[config.mk]
export PLATFORM = sky130hd
export DESIGN_NAME = relay_wave_test_sequencer_flat
export DESIGN_NICKNAME = d
export VERILOG_FILES = /design/src/rwts_pkg.sv /design/src/rwts_if.sv /design/src/relay_wave_test_sequencer.sv /design/src/flat_wrapper.sv
export SDC_FILE = /design/constraint.sdc
export NUM_CORES = 1
export LEC_CHECK = 0
export BUFFER_PORTS_ARGS = -buffer_cell sky130_fd_sc_hd__buf_2
export CAP_MARGIN = 20
export CORE_MARGIN = 1
export CORE_UTILIZATION = 35
export DETAILED_ROUTE_END_ITERATION = 7
export PLACE_DENSITY = 0.59
export SKIP_LAST_GASP = 1
export SYNTH_ARGS = -nofsm -noshare
export SYNTH_HDL_FRONTEND = slang
export SYNTH_SLANG_ARGS = --single-unit
[constraint.sdc]
create_clock -name clk -period 11.5 [get_ports clk]
set_input_delay 1.15 -clock clk [delete_from_list [all_inputs] [get_ports clk]]
set_output_delay 1.15 -clock clk [all_outputs]
set_load 0.1 [all_outputs]
[src/rwts_pkg.sv]
package rwts_pkg;

  // request codes
  localparam logic [2:0] REQ_POLL   = 3'd0;
  localparam logic [2:0] REQ_INIT   = 3'd1;
  localparam logic [2:0] REQ_RESUME = 3'd2;
  localparam logic [2:0] REQ_STOP   = 3'd3;
  localparam logic [2:0] REQ_FAULT  = 3'd4;

  // test phase codes, shown on state_code
  localparam logic [3:0] PH_INIT     = 4'd0;
  localparam logic [3:0] PH_IDLE     = 4'd1;
  localparam logic [3:0] PH_RUNNING  = 4'd2;
  localparam logic [3:0] PH_STEP_ON  = 4'd3;
  localparam logic [3:0] PH_DEAD     = 4'd4;
  localparam logic [3:0] PH_CHANGE   = 4'd5;
  localparam logic [3:0] PH_MEASURE  = 4'd6;
  localparam logic [3:0] PH_FINISHED = 4'd7;
  localparam logic [3:0] PH_ERROR    = 4'd8;

  // configuration register indexes
  localparam logic [2:0] CFG_STEP_MS     = 3'd0;
  localparam logic [2:0] CFG_PAUSE_MS    = 3'd1;
  localparam logic [2:0] CFG_MEASURE_INT = 3'd2;
  localparam logic [2:0] CFG_TARGET      = 3'd3;
  localparam logic [2:0] CFG_SAVE_INT    = 3'd4;

  localparam logic [15:0] RST_STEP_MS     = 16'd500;
  localparam logic [15:0] RST_PAUSE_MS    = 16'd1000;
  localparam logic [31:0] RST_MEASURE_INT = 32'd1000;
  localparam logic [31:0] RST_TARGET      = 32'd100000;
  localparam logic [31:0] RST_SAVE_INT    = 32'd100;

  localparam logic [31:0] DEF_MEASURE = 32'd1000;
  localparam logic [31:0] DEF_TARGET  = 32'd100000;

  localparam logic signed [3:0] ACT_NONE = -4'sd1;

  typedef struct packed {
    logic [2:0]  req_type;
    logic [31:0] now_ms;
    logic [31:0] start_count;
    logic        start_direction;
  } cmd_t;

  typedef struct packed {
    logic [7:0]        relay_mask;
    logic              direction;
    logic [3:0]        state_code;
    logic signed [3:0] active_channel;
    logic [31:0]       cycle_count;
    logic              save_pulse;
  } status_t;

endpackage

[src/rwts_if.sv]
interface rwts_cmd_if;
  logic            valid;
  logic            ready;
  rwts_pkg::cmd_t  payload;

  modport source (output valid, output payload, input ready);
  modport sink (input valid, input payload, output ready);
  modport monitor (input valid, input payload, input ready);
endinterface

interface rwts_status_if;
  logic              valid;
  logic              ready;
  rwts_pkg::status_t payload;

  modport source (output valid, output payload, input ready);
  modport sink (input valid, input payload, output ready);
  modport monitor (input valid, input payload, input ready);
endinterface

[src/relay_wave_test_sequencer.sv]
// a command is registered on acceptance, executed in the exec state, and its status
// loaded in the emit state; an init or a direction change may first pass through the
// check state and a 32-step remainder pass (init checking the measure interval,
// direction change), and a direction change with saving on can run two passes
// throughput: one transaction at a time, the next taken in the cycle after the status
// loads; the load waits while status stalls. reset: synchronous rst restores defaults
module relay_wave_test_sequencer #(
  parameter int CHANNELS = 8
) (
  input  logic                clk,
  input  logic                rst,
  input  logic                cfg_we,
  input  logic [2:0]          cfg_index,
  input  logic [31:0]         cfg_data,
  rwts_cmd_if.sink            cmd,
  rwts_status_if.source       status
);

  localparam int PosW = $clog2(CHANNELS + 1);

  localparam logic [2:0] SQ_IDLE   = 3'd0;
  localparam logic [2:0] SQ_EXEC   = 3'd1;
  localparam logic [2:0] SQ_CHECK  = 3'd2;
  localparam logic [2:0] SQ_DIV    = 3'd3;
  localparam logic [2:0] SQ_DIVEND = 3'd4;
  localparam logic [2:0] SQ_EMIT   = 3'd5;

  logic [2:0]          seq;
  rwts_pkg::cmd_t      item;
  logic [15:0]         step_ms;
  logic [15:0]         pause_ms;
  logic [31:0]         measure_int;
  logic [31:0]         target;
  logic [31:0]         save_int;

  logic [3:0]          phase;
  logic [CHANNELS-1:0] relay_bits;
  logic [PosW-1:0]     step_position;
  logic [31:0]         step_timestamp;
  logic [31:0]         cycles_done;
  logic                dir_bit;
  logic                idle_off_done;
  logic                finish_off_done;
  logic                save_flag;

  logic [31:0]         div_rem;
  logic [31:0]         div_dvd;
  logic [31:0]         div_dvs;
  logic [4:0]          div_cnt;
  logic                div_save;

  logic                status_valid;
  rwts_pkg::status_t   status_q;

  logic [31:0]           eff_measure;
  logic [31:0]           eff_target;
  logic [31:0]           elapsed;
  logic [15:0]           wait_ms;
  logic                  timer_hit;
  logic [CHANNELS-1:0]   relay_next;
  logic [32:0]           rem_shift;
  logic [32:0]           rem_sub;
  logic [31:0]           rem_next;
  logic                  past_target;
  logic [4:0]            pos_ext;
  logic signed [3:0]     active;
  logic [CHANNELS+7:0]   relay_wide;

  assign eff_measure = (measure_int != '0) ? measure_int : rwts_pkg::DEF_MEASURE;
  assign eff_target  = (target != '0) ? target : rwts_pkg::DEF_TARGET;
  assign past_target = cycles_done >= eff_target;

  // one timer compare serves both step_on and the all-off pause
  assign elapsed   = item.now_ms - step_timestamp;
  assign wait_ms   = (phase == rwts_pkg::PH_STEP_ON) ? step_ms : pause_ms;
  assign timer_hit = elapsed >= {16'd0, wait_ms};

  // drop the previous channel, raise the current one
  always_comb begin
    for (int i = 0; i < CHANNELS; i++) begin
      relay_next[i] = relay_bits[i];
      if (PosW'(i + 1) == step_position) relay_next[i] = 1'b0;
      if (PosW'(i) == step_position) relay_next[i] = 1'b1;
    end
  end

  // restoring remainder step
  assign rem_shift = {div_rem, div_dvd[31]};
  assign rem_sub   = rem_shift - {1'b0, div_dvs};
  assign rem_next  = rem_sub[32] ? rem_shift[31:0] : rem_sub[31:0];

  assign pos_ext = 5'(step_position);
  always_comb begin
    active = rwts_pkg::ACT_NONE;
    if (phase == rwts_pkg::PH_STEP_ON && step_position != '0 &&
        step_position <= PosW'(CHANNELS)) begin
      active = 4'(pos_ext - 5'd1);
    end
  end

  assign relay_wide = {8'd0, relay_bits};

  assign cmd.ready      = (seq == SQ_IDLE);
  assign status.valid   = status_valid;
  assign status.payload = status_q;

  always_ff @(posedge clk) begin
    if (rst) begin
      seq             <= SQ_IDLE;
      step_ms         <= rwts_pkg::RST_STEP_MS;
      pause_ms        <= rwts_pkg::RST_PAUSE_MS;
      measure_int     <= rwts_pkg::RST_MEASURE_INT;
      target          <= rwts_pkg::RST_TARGET;
      save_int        <= rwts_pkg::RST_SAVE_INT;
      phase           <= rwts_pkg::PH_INIT;
      relay_bits      <= '0;
      step_position   <= '0;
      step_timestamp  <= '0;
      cycles_done     <= '0;
      dir_bit         <= 1'b0;
      idle_off_done   <= 1'b0;
      finish_off_done <= 1'b0;
      save_flag       <= 1'b0;
      div_cnt         <= '0;
      div_save        <= 1'b0;
      status_valid    <= 1'b0;
    end else begin
      if (cfg_we) begin
        case (cfg_index)
          rwts_pkg::CFG_STEP_MS:     step_ms     <= cfg_data[15:0];
          rwts_pkg::CFG_PAUSE_MS:    pause_ms    <= cfg_data[15:0];
          rwts_pkg::CFG_MEASURE_INT: measure_int <= cfg_data;
          rwts_pkg::CFG_TARGET:      target      <= cfg_data;
          rwts_pkg::CFG_SAVE_INT:    save_int    <= cfg_data;
          default: ;
        endcase
      end

      if (status_valid && status.ready && seq != SQ_EMIT) status_valid <= 1'b0;

      unique case (seq)
        SQ_IDLE: begin
          if (cmd.valid) begin
            item      <= cmd.payload;
            save_flag <= 1'b0;
            seq       <= SQ_EXEC;
          end
        end
        SQ_EXEC: begin
          seq <= SQ_EMIT;
          unique case (item.req_type)
            rwts_pkg::REQ_INIT: begin
              cycles_done <= item.start_count;
              dir_bit     <= item.start_direction;
              seq         <= SQ_CHECK;
            end
            rwts_pkg::REQ_RESUME: phase <= rwts_pkg::PH_RUNNING;
            rwts_pkg::REQ_STOP:   phase <= rwts_pkg::PH_IDLE;
            rwts_pkg::REQ_FAULT:  phase <= rwts_pkg::PH_ERROR;
            default: begin
              // poll, and the unused codes with it
              unique case (phase)
                rwts_pkg::PH_IDLE: begin
                  if (!idle_off_done) begin
                    relay_bits    <= '0;
                    idle_off_done <= 1'b1;
                  end
                end
                rwts_pkg::PH_FINISHED: begin
                  if (!finish_off_done) begin
                    relay_bits      <= '0;
                    finish_off_done <= 1'b1;
                  end
                end
                rwts_pkg::PH_RUNNING: begin
                  step_position   <= '0;
                  step_timestamp  <= item.now_ms;
                  idle_off_done   <= 1'b0;
                  finish_off_done <= 1'b0;
                  phase           <= rwts_pkg::PH_STEP_ON;
                end
                rwts_pkg::PH_STEP_ON: begin
                  if (timer_hit) begin
                    relay_bits     <= relay_next;
                    step_timestamp <= item.now_ms;
                    if (step_position < PosW'(CHANNELS)) begin
                      step_position <= step_position + PosW'(1);
                    end else begin
                      phase <= rwts_pkg::PH_DEAD;
                    end
                  end
                end
                rwts_pkg::PH_DEAD: begin
                  if (timer_hit) phase <= rwts_pkg::PH_CHANGE;
                end
                rwts_pkg::PH_CHANGE: begin
                  cycles_done <= cycles_done + 32'd1;
                  dir_bit     <= ~dir_bit;
                  if (save_int != '0) begin
                    div_dvd  <= cycles_done + 32'd1;
                    div_dvs  <= save_int;
                    div_rem  <= '0;
                    div_cnt  <= '0;
                    div_save <= 1'b1;
                    seq      <= SQ_DIV;
                  end else begin
                    seq <= SQ_CHECK;
                  end
                end
                rwts_pkg::PH_ERROR: relay_bits <= '0;
                default: ;
              endcase
            end
          endcase
        end
        SQ_CHECK: begin
          if (past_target) begin
            phase <= rwts_pkg::PH_FINISHED;
            seq   <= SQ_EMIT;
          end else if (item.req_type == rwts_pkg::REQ_INIT && cycles_done == '0) begin
            phase <= rwts_pkg::PH_RUNNING;
            seq   <= SQ_EMIT;
          end else begin
            div_dvd  <= cycles_done;
            div_dvs  <= eff_measure;
            div_rem  <= '0;
            div_cnt  <= '0;
            div_save <= 1'b0;
            seq      <= SQ_DIV;
          end
        end
        SQ_DIV: begin
          div_rem <= rem_next;
          div_dvd <= {div_dvd[30:0], 1'b0};
          div_cnt <= div_cnt + 5'd1;
          if (div_cnt == 5'd31) seq <= SQ_DIVEND;
        end
        SQ_DIVEND: begin
          if (div_save) begin
            save_flag <= (div_rem == '0);
            seq       <= SQ_CHECK;
          end else begin
            phase <= (div_rem == '0) ? rwts_pkg::PH_MEASURE : rwts_pkg::PH_RUNNING;
            seq   <= SQ_EMIT;
          end
        end
        SQ_EMIT: begin
          if (!status_valid || status.ready) begin
            status_q.relay_mask     <= relay_wide[7:0];
            status_q.direction      <= dir_bit;
            status_q.state_code     <= phase;
            status_q.active_channel <= active;
            status_q.cycle_count    <= cycles_done;
            status_q.save_pulse     <= save_flag;
            status_valid            <= 1'b1;
            seq                     <= SQ_IDLE;
          end
        end
        default: seq <= SQ_IDLE;
      endcase
    end
  end

endmodule

[src/flat_wrapper.sv]
// flat-port wrapper written by rule: the top's interface ports become plain ports
module relay_wave_test_sequencer_flat 
#(
  parameter int CHANNELS = 8
)
  (clk, rst, cfg_we, cfg_index, cfg_data, cmd_valid, cmd_payload, cmd_ready, status_valid, status_payload, status_ready);
  rwts_cmd_if cmd_i ();
  rwts_status_if status_i ();
  input  logic clk;
  input  logic rst;
  input  logic cfg_we;
  input  logic [2:0] cfg_index;
  input  logic [31:0] cfg_data;
  input wire logic [$bits(cmd_i.valid)-1:0] cmd_valid;
  input wire logic [$bits(cmd_i.payload)-1:0] cmd_payload;
  output wire logic [$bits(cmd_i.ready)-1:0] cmd_ready;
  output wire logic [$bits(status_i.valid)-1:0] status_valid;
  output wire logic [$bits(status_i.payload)-1:0] status_payload;
  input wire logic [$bits(status_i.ready)-1:0] status_ready;
  assign cmd_i.valid = cmd_valid;
  assign cmd_i.payload = cmd_payload;
  assign cmd_ready = cmd_i.ready;
  assign status_valid = status_i.valid;
  assign status_payload = status_i.payload;
  assign status_i.ready = status_ready;
  relay_wave_test_sequencer #(.CHANNELS(CHANNELS)) u_core (.clk(clk), .rst(rst), .cfg_we(cfg_we), .cfg_index(cfg_index), .cfg_data(cfg_data), .cmd(cmd_i), .status(status_i));
endmodule
==> metrics.md, run 1 <==
| Metric | Value |
|---|---|
| Crit Path Max Fanout | `41` |
| Die ar. | `67270 um^2` |
| Worst Setup SP | `u_core.item[39]` |
| Clock Latency Late Sink | `0.61 ns` |
| CTS H-tree lvls | `2` |
| Routed wire per std cell | `18.49 um` |
| Crit. End Element | `flip-flop` |
| RSZ-0062 raised after global routing | `false` |
| Critical path class | `reg -> reg` |
| Clk buf depth | `3` |
| HPWL Detailed | `46430 um` |
| DRC viols | `0` |
| Slew headroom | `27.91%` |
| Placed cell area | `24630 um^2` |
| Count leader, synth | `nand2_1` |
| Ports | `160` |
| Min-delay worst type | `reg -> reg` |
| Drt total wl | `65540 um` |
| GP Congestion | `0.8939` |
| Worst-Margin Slew | `1.080 ns` |
| Row count | `93` |
| Gr usage total | `19.09%` |
| Setup TNS | `0 ns` |
| Post-CTS Setup Inserts | `0` |
| Seq cells post-synth | `436` |
| Final setup fails | `0` |
| Reg2Reg Depth | `20` |
| WP data arrival | `5.51 ns` |
| PD cells | `144.9 nW/um^2` |
| CTS Root Cell | `clkbuf_16` |
| Seq/Total Area, Yosys | `46.89%` |
| Leakage | `0.009814 uW` |
| Die Ht | `259.4 um` |
| Initial core utilization | `35.71%` |
| Syn avg cell area | `9.095 um^2` |
| VDD IR max | `0.0001010 V` |
| Largest net degree at the start of global routing | `116` |
| Port-buffer cells | `159` |
| Remaining antenna violation count | `0` |
| Inserted Clock Buffers | `49` |
| Total number of vias | `19150` |
| Reg2Reg Setup Slack | `6.50 ns` |
| Hold slack | `0.4254 ns` |
| Required time worst endpoint | `12.00 ns` |
| FMAX | `199.9 MHz` |
| Final Slew Violations | `0` |
| Core ar. | `64930 um^2` |
| Synth Warn # | `0` |
| Hold Vio Cnt, Final | `0` |
| Worst reg2reg endpoint | `u_core.step_position[1]` |
| Remaining global-route overflow | `0` |
| CTS Sinks | `436` |
| Synth area leaders | `edfxtp_1 28%, dfxtp_1 19%, nand2_1 7.2%` |
| Ys async rst share | `0%` |
| Outcome | `finished, final reports clean` |
| Hold_sp | `u_core.relay_bits[3]` |
| Top cells by count, synth | `444 x nand2_1, 270 x a21oi_1, 222 x dfxtp_1` |
| Die width | `259.4 um` |
| Nets@finish | `2870` |
| CTS tree | `built` |
| Hold buffer count at cts | `0` |
| First drt pass iteration count | `5` |
| Clk_skew | `0.02598 ns` |
| Design Area, Final | `26360 um^2` |
| Syn Inst Count | `2549` |
| Vias in the first global route | `18190` |
| Minimum clock period | `5.003 ns` |
| Initial DRC count | `1503` |
| Yosys top cell by area | `edfxtp_1` |
| Layout cells sized above 1 | `13.09%` |
| Cts repair resizes | `0` |
| Syn_nets | `2778` |
| Element type at the critical path start | `flip-flop` |
| Synthesized area | `23180 um^2` |
| Number of synthesized flops with an enable pin | `214` |
| Post-placement setup slack | `6.504 ns` |
| WL met2 | `29580 um` |
| Crit path to | `u_core.step_position[1]` |
| R2r startpoint | `u_core.item[39]` |
| Met3 routed wirelength | `4169 um` |
| Met1 WL | `30350 um` |
| Max Used Layer | `met5` |
| Main synth FF type | `dfxtp_1` |
| First-pass GRT wire length | `102600 um` |
| Max-cap viol count | `0` |
| Synth cell types | `90` |
| Routed vias/inst | `5.401` |
| Setup ws final | `6.497 ns` |
| Fin crit share | `43.50%` |
| Reg clk slew, reported paths | `0.06 ns` |
| Area growth syn-to-layout | `13.71%` |
| Top-area cell type share of the netlist area | `27.72%` |
| Initial antenna violation count | `15` |
-- logic make-up after synthesis --
kind of cell	after synthesis	share of synthesized area (%)
DFF	436	46.89
muxes	47	2.035
adders and majority gates	121	6.595
and+or+nand+nor	1007	20.73
xor gates and xnor gates	55	2.078
buffers and inverters	265	4.776
AOI/OAI and AO/OA	618	16.90
-- area by class of cell --
| cell class | count | area (um^2) |
|---|---|---|
| Antenna cell | 9 | 22.52 |
| Clock buffer | 68 | 1339 |
| Clock inverter | 23 | 286.5 |
| Fill cell | 6426 | 38570 |
| Inverter | 121 | 454.2 |
| Multi-Input combinational cell | 1848 | 11270 |
| Sequential cell | 436 | 10870 |
| Tap cell | 855 | 1070 |
| Timing Repair Buffer | 185 | 1051 |
-- layout by cell type, fill, tap and decap left out, types with 10 or more instances in the layout --
master	Yosys	final
a211oi_1	22	22
a21o_1	39	39
a21oi_1	270	270
a221o_1	13	13
a31oi_1	11	11
and2_1	13	12
and3_1	20	20
buf_2	3	158
buf_4	2	22
clkbuf_1	121	16
clkbuf_16	0	50
dfxtp_1	222	222
edfxtp_1	214	214
ha_1	119	119
inv_1	121	121
mux2i_1	46	46
nand2_1	444	444
nand2b_1	22	22
nand3_1	50	50
nand3b_1	36	36
nand4_1	32	32
nor2_1	198	193
nor2b_1	21	21
nor3_1	49	47
nor4_1	45	45
o211ai_1	15	15
o21ai_0	104	104
o21bai_1	10	10
o31ai_1	21	21
o31ai_2	21	21
or3_1	10	10
or4b_2	26	26
xnor2_1	32	32
xor2_1	23	23
-- power by group --
part | total [uW] | internal (uW) | switching (uW)
clock | 1600 | 934 | 663
sequential | 1730 | 1680 | 46.6
combinational | 490 | 170 | 320
total | 3820 | 2790 | 1030
-- layer usage --
| layer | vias to the layer above | GRT usage [%] |
|---|---|---|
| met5 | - | 0 |
| met4 | 14 | 4.902 |
| met3 | 97 | 3.632 |
| met2 | 550 | 29.99 |
| met1 | 9135 | 26.78 |
| li1 | 9349 | - |
-- worst min-delay path by stage --
stage / endpoint / depth (start not counted)
2_1_floorplan: u_core.status.payload[39] / 0
3_3_place_gp: u_core.status.payload[43] / 0
3_5_place_dp: u_core.status.payload[45] / 0
4_1_cts: u_core.status.payload[45] / 0
5_1_grt: u_core.status.payload[45] / 0
6_report: u_core.status.payload[45] / 0
-- through the flow --
step                      cells  util (%)  total power [uW]
after global placement     3441     37.93              2239
after global routing       3538     40.57              3973
after detailed placement   3441     37.93              2248
after CTS                  3532     40.44              3852
final                      3545     40.60              3819
after floorplan            2549         -              2108
-- sequential cells by signal, indices dropped and copies added, names as in the netlist, 3 cells and up --
| name | cells |
|---|---|
| u_core.item | 68 |
| u_core.status.payload | 50 |
| u_core.cycles_done | 32 |
| u_core.div_dvd | 32 |
| u_core.div_dvs | 32 |
| u_core.div_rem | 32 |
| u_core.measure_int | 32 |
| u_core.save_int | 32 |
| u_core.step_timestamp | 32 |
| u_core.target | 32 |
| u_core.pause_ms | 16 |
| u_core.step_ms | 16 |
| u_core.relay_bits | 8 |
| u_core.div_cnt | 5 |
| u_core.phase | 4 |
| u_core.step_position | 4 |
| u_core.seq | 3 |
-- critical path, stage by stage, from the launching register on --
cell and delay (ns):
edfxtp_1 0.40, ha_1 0.38, a21o_1 0.25, nor3_1 0.15
nand3_1 0.12, a31oi_1 0.42, nor2_1 0.09, nor2_1 0.12
xnor2_1 0.14, ha_1 0.27, a21oi_1 0.15, nor2b_1 0.05
o21ai_0 0.14, o211ai_1 0.10, a2111oi_0 0.29, nand4_1 0.16
or4_4 0.50, nor3_4 0.21, buf_4 0.38, nor2_4 0.26
a41o_1 0.27
(Power assumes the default switching activity.)
==> run 2: changes to the inputs <==
--- a/config.mk
+++ b/config.mk
@@ -5,6 +5,7 @@
 export SDC_FILE = /design/constraint.sdc
 export NUM_CORES = 1
 export LEC_CHECK = 0
+export ABC_AREA = 1
 export BUFFER_PORTS_ARGS = -buffer_cell sky130_fd_sc_hd__buf_2
 export CAP_MARGIN = 20
 export CORE_MARGIN = 1
==> constraint.sdc (replaced) <==
create_clock -name clk -period 5.2 [get_ports clk]
set_input_delay 0.52 -clock clk [delete_from_list [all_inputs] [get_ports clk]]
set_output_delay 0.52 -clock clk [all_outputs]
set_load 0.1 [all_outputs]
==> run 2 against run 1 <==
Net effect:
- via count is 4.2% higher
- clock skew grew 0.016 ns
- worst hold slack lost 0.35 ns
- synthesized cell count up 18%
- die area increased by 1.6%
- power rose to 2.6 times the previous value
- non-clock buffer count unchanged
- setup slack worse by 5.3 ns
- cell count increased by 14%
- count of clock-buffer cells in the layout shrank 1
- critical path depth is 5 higher
- critical endpoint is now u_core.step_timestamp[6]
- largest cell class is now flip-flops and latches
- largest power group unchanged
==> metrics.md, run 2 <==
| Metric | Value |
|---|---|
| Outcome | `finished, final reports clean` |
| Required time worst endpoint | `5.72 ns` |
| Met2 usage in global routing | `31.40%` |
| First-pass GRT wire length | `105300 um` |
| CTS Sinks | `436` |
| Seq/Total Area, Yosys | `46.12%` |
| Area growth syn-to-layout | `14.58%` |
| Layout cells sized above 1 | `9.729%` |
| Remaining global-route overflow | `0` |
| Worst Path Buf+Inv | `4` |
| Top cells by count, synth | `653 x nand2_1, 388 x inv_1, 367 x nor2_1` |
| GRT busiest layer | `met2` |
| Die Ht | `261.5 um` |
| Util after Layout | `40.78%` |
| Row count | `94` |
| CTS H-tree lvls | `2` |
| Met1 Resource Use GR | `26.86%` |
| WP depth | `25` |
| Crit path to | `u_core.step_timestamp[6]` |
| Largest register FFs | `68` |
| Most frequent cells in the layout | `652 x nand2_1, 387 x inv_1, 365 x nor2_1, 226 x a21oi_1, 224 x o21ai_0` |
| Total power | `9984 uW` |
| Minimum clock period | `4.027 ns` |
| GP Congestion | `0.9547` |
| Number of synthesized flops with an enable pin | `214` |
| Gr usage total | `19.53%` |
| Slew headroom | `38.44%` |
| CP max-delay cell | `nand2_4` |
| Initial antenna violation count | `3` |
| Hold buffer count at cts | `0` |
| Setup TNS | `0 ns` |
| Vias in the first global route | `18630` |
| Main synth FF type | `dfxtp_1` |
| Syn_nets | `3228` |
| First drt pass iteration count | `5` |
| Yosys top cell by area | `edfxtp_1` |
| PD cells | `369.7 nW/um^2` |
| Worst-Margin Slew | `0.9205 ns` |
| Initial DRC count | `1403` |
| Ports | `160` |
| Element type at the critical path start | `flip-flop` |
| VDD IR max | `0.0002645 V` |
| Hold Vio Cnt, Final | `0` |
| Commonest non-fill, non-tap cell in the layout | `nand2_1` |
| Clk_skew | `0.04223 ns` |
| Drt total wl | `67150 um` |
| Largest net degree at the start of global routing | `77` |
| Placed cells | `3944` |
| CP max stage delay | `0.43 ns` |
| Routed vias/inst | `4.937` |
| Min-delay worst type | `in -> reg` |
| Biggest register | `u_core.item` |
| Inserted Clock Buffers | `50` |
| Critical path class | `reg -> reg` |
| Count leader, synth | `nand2_1` |
| Post-CTS Setup Inserts | `0` |
| Synth cell types | `56` |
| R2r startpoint | `u_core.item[33]` |
| Worst reg2reg endpoint | `u_core.step_timestamp[6]` |
| Core ar. | `66220 um^2` |
| Crit Path Max Fanout | `33` |
| Clk buf depth | `3` |
| Non-Filler Instances | `4041` |
| Cell mode on critical path | `nand2_1` |
| Die width | `261.5 um` |
| Die ar. | `68380 um^2` |
| Routed wire per std cell | `16.62 um` |
| Syn Inst Count | `2999` |
| HPWL Detailed | `50270 um` |
| Fin crit share | `77.44%` |
| CTS Root Cell | `clkbuf_16` |
| CTS tree | `built` |
| Synthesized area | `23570 um^2` |
| Remaining antenna violation count | `0` |
| Final Slew Violations | `0` |
| Syn avg cell area | `7.859 um^2` |
| Worst Setup SP | `u_core.item[33]` |
| Seq cells post-synth | `436` |
| Ys async rst share | `0%` |
| Synth area leaders | `edfxtp_1 27%, dfxtp_1 19%, nand2_1 10%` |
| WP data arrival | `4.55 ns` |
| Initial core utilization | `35.59%` |
| Clock Latency Late Sink | `0.61 ns` |
| Crit. End Element | `flip-flop` |
| Port-buffer cells | `159` |
| Reg2Reg Depth | `25` |
| DRC viols | `0` |
| FMAX | `248.3 MHz` |
| Top-area cell type share of the netlist area | `27.27%` |
| Leakage | `0.01129 uW` |
| Reg clk slew, reported paths | `0.06 ns` |
| Nets@finish | `3363` |
| Max-cap viol count | `0` |
| Synth Warn # | `0` |
| Total number of vias | `19950` |
| Reg2Reg Setup Slack | `1.17 ns` |
| RSZ-0062 raised after global routing | `false` |
| Final setup fails | `0` |
| M3 GR Usage | `2.516%` |
| Cts repair resizes | `0` |
| Worst path top cell family by delay | `simple AND/OR/NAND/NOR gates` |
## run 2: cell types whose count changed in the layout (fill, tap and decap cells not counted), moves of 26 or more
cell and change:
inv_1 +266, nand2_1 +208, nor2_1 +172, o21ai_0 +120, nand3_1 +90, a21oi_1 -44, a21o_1 -33, mux2i_1 -31
nand3b_1 -31, xor2_1 +31, or4b_2 -26
## run 2: kinds of logic after synthesis
group / Yosys count / synth area share, %
AND/OR/NAND/NOR: 1314 / 23.40
AO/OA/AOI/OAI: 550 / 12.82
buffers and inverters: 499 / 8.165
flip-flops: 436 / 46.12
adder cells (fa/ha/maj): 121 / 6.487
XOR/XNOR: 64 / 2.378
multiplexers: 15 / 0.6370
## run 2: cell type report
class                   count  area, um^2
inverters                 397        1491
well taps                 864        1081
clock inverters            27       235.2
repair buffers            185        1046
multi-input cells        2064       10840
flip-flops and latches    436       10870
clock buffers              67        1440
fillers                  6803       39210
diodes                      1       2.502
## run 2: worst min-delay path by stage
stage | to | slack [ns] | startpoint | cells after the start
floorplan | u_core.status.payload[0] | 0.40 | u_core.save_flag | 0
global placement | u_core.status.payload[44] | 0.42 | u_core.relay_bits[2] | 0
detailed placement | u_core.status.payload[42] | 0.42 | u_core.relay_bits[0] | 0
CTS | u_core.item[52] | 0.04 | cmd_payload[52] | 1
global route | u_core.item[52] | 0.06 | cmd_payload[52] | 1
finish | u_core.item[53] | 0.08 | cmd_payload[53] | 1
## run 2: metrics by stage
step	worst slack, ns	instance area, um^2	hold slack, ns
floorplan	0.02345	23580	0.4030
global placement	1.236	25290	0.4173
detailed placement	1.183	25290	0.4158
CTS	1.156	26960	0.03640
global route	0.6866	27000	0.05623
finish	1.173	27010	0.07880
## run 2: where the power goes
part           switching (uW)  internal (uW)  total (uW)
clock                    1480           2100        3590
combinational            1570            726        2290
sequential                174           3930        4100
## run 2: worst reg2reg max path: stages (launching register included)
cell and delay (ns):
edfxtp_1 0.38, inv_1 0.06, ha_1 0.21, fa_1 0.40, inv_1 0.11, nand3_1 0.07, nand3_1 0.14, nand3_1 0.09
nand2_1 0.18, xor2_1 0.11, ha_1 0.21, a21oi_1 0.13, nor2_1 0.06, a211oi_1 0.24, nand2_1 0.09, inv_1 0.06
nand2_1 0.05, inv_1 0.05, nand2_1 0.05, nor2_1 0.08, nand3_1 0.11, nor2_4 0.14, nand2_4 0.25, nand2_4 0.46
nand2_1 0.12, a21oi_1 0.13
## run 2: per-layer routing
metal / wire, um / part of all wire, %
met1: 31550 / 47
met2: 30550 / 45
met3: 2881 / 4.3
met4: 2145 / 3.2
met5: 23 / 0.034
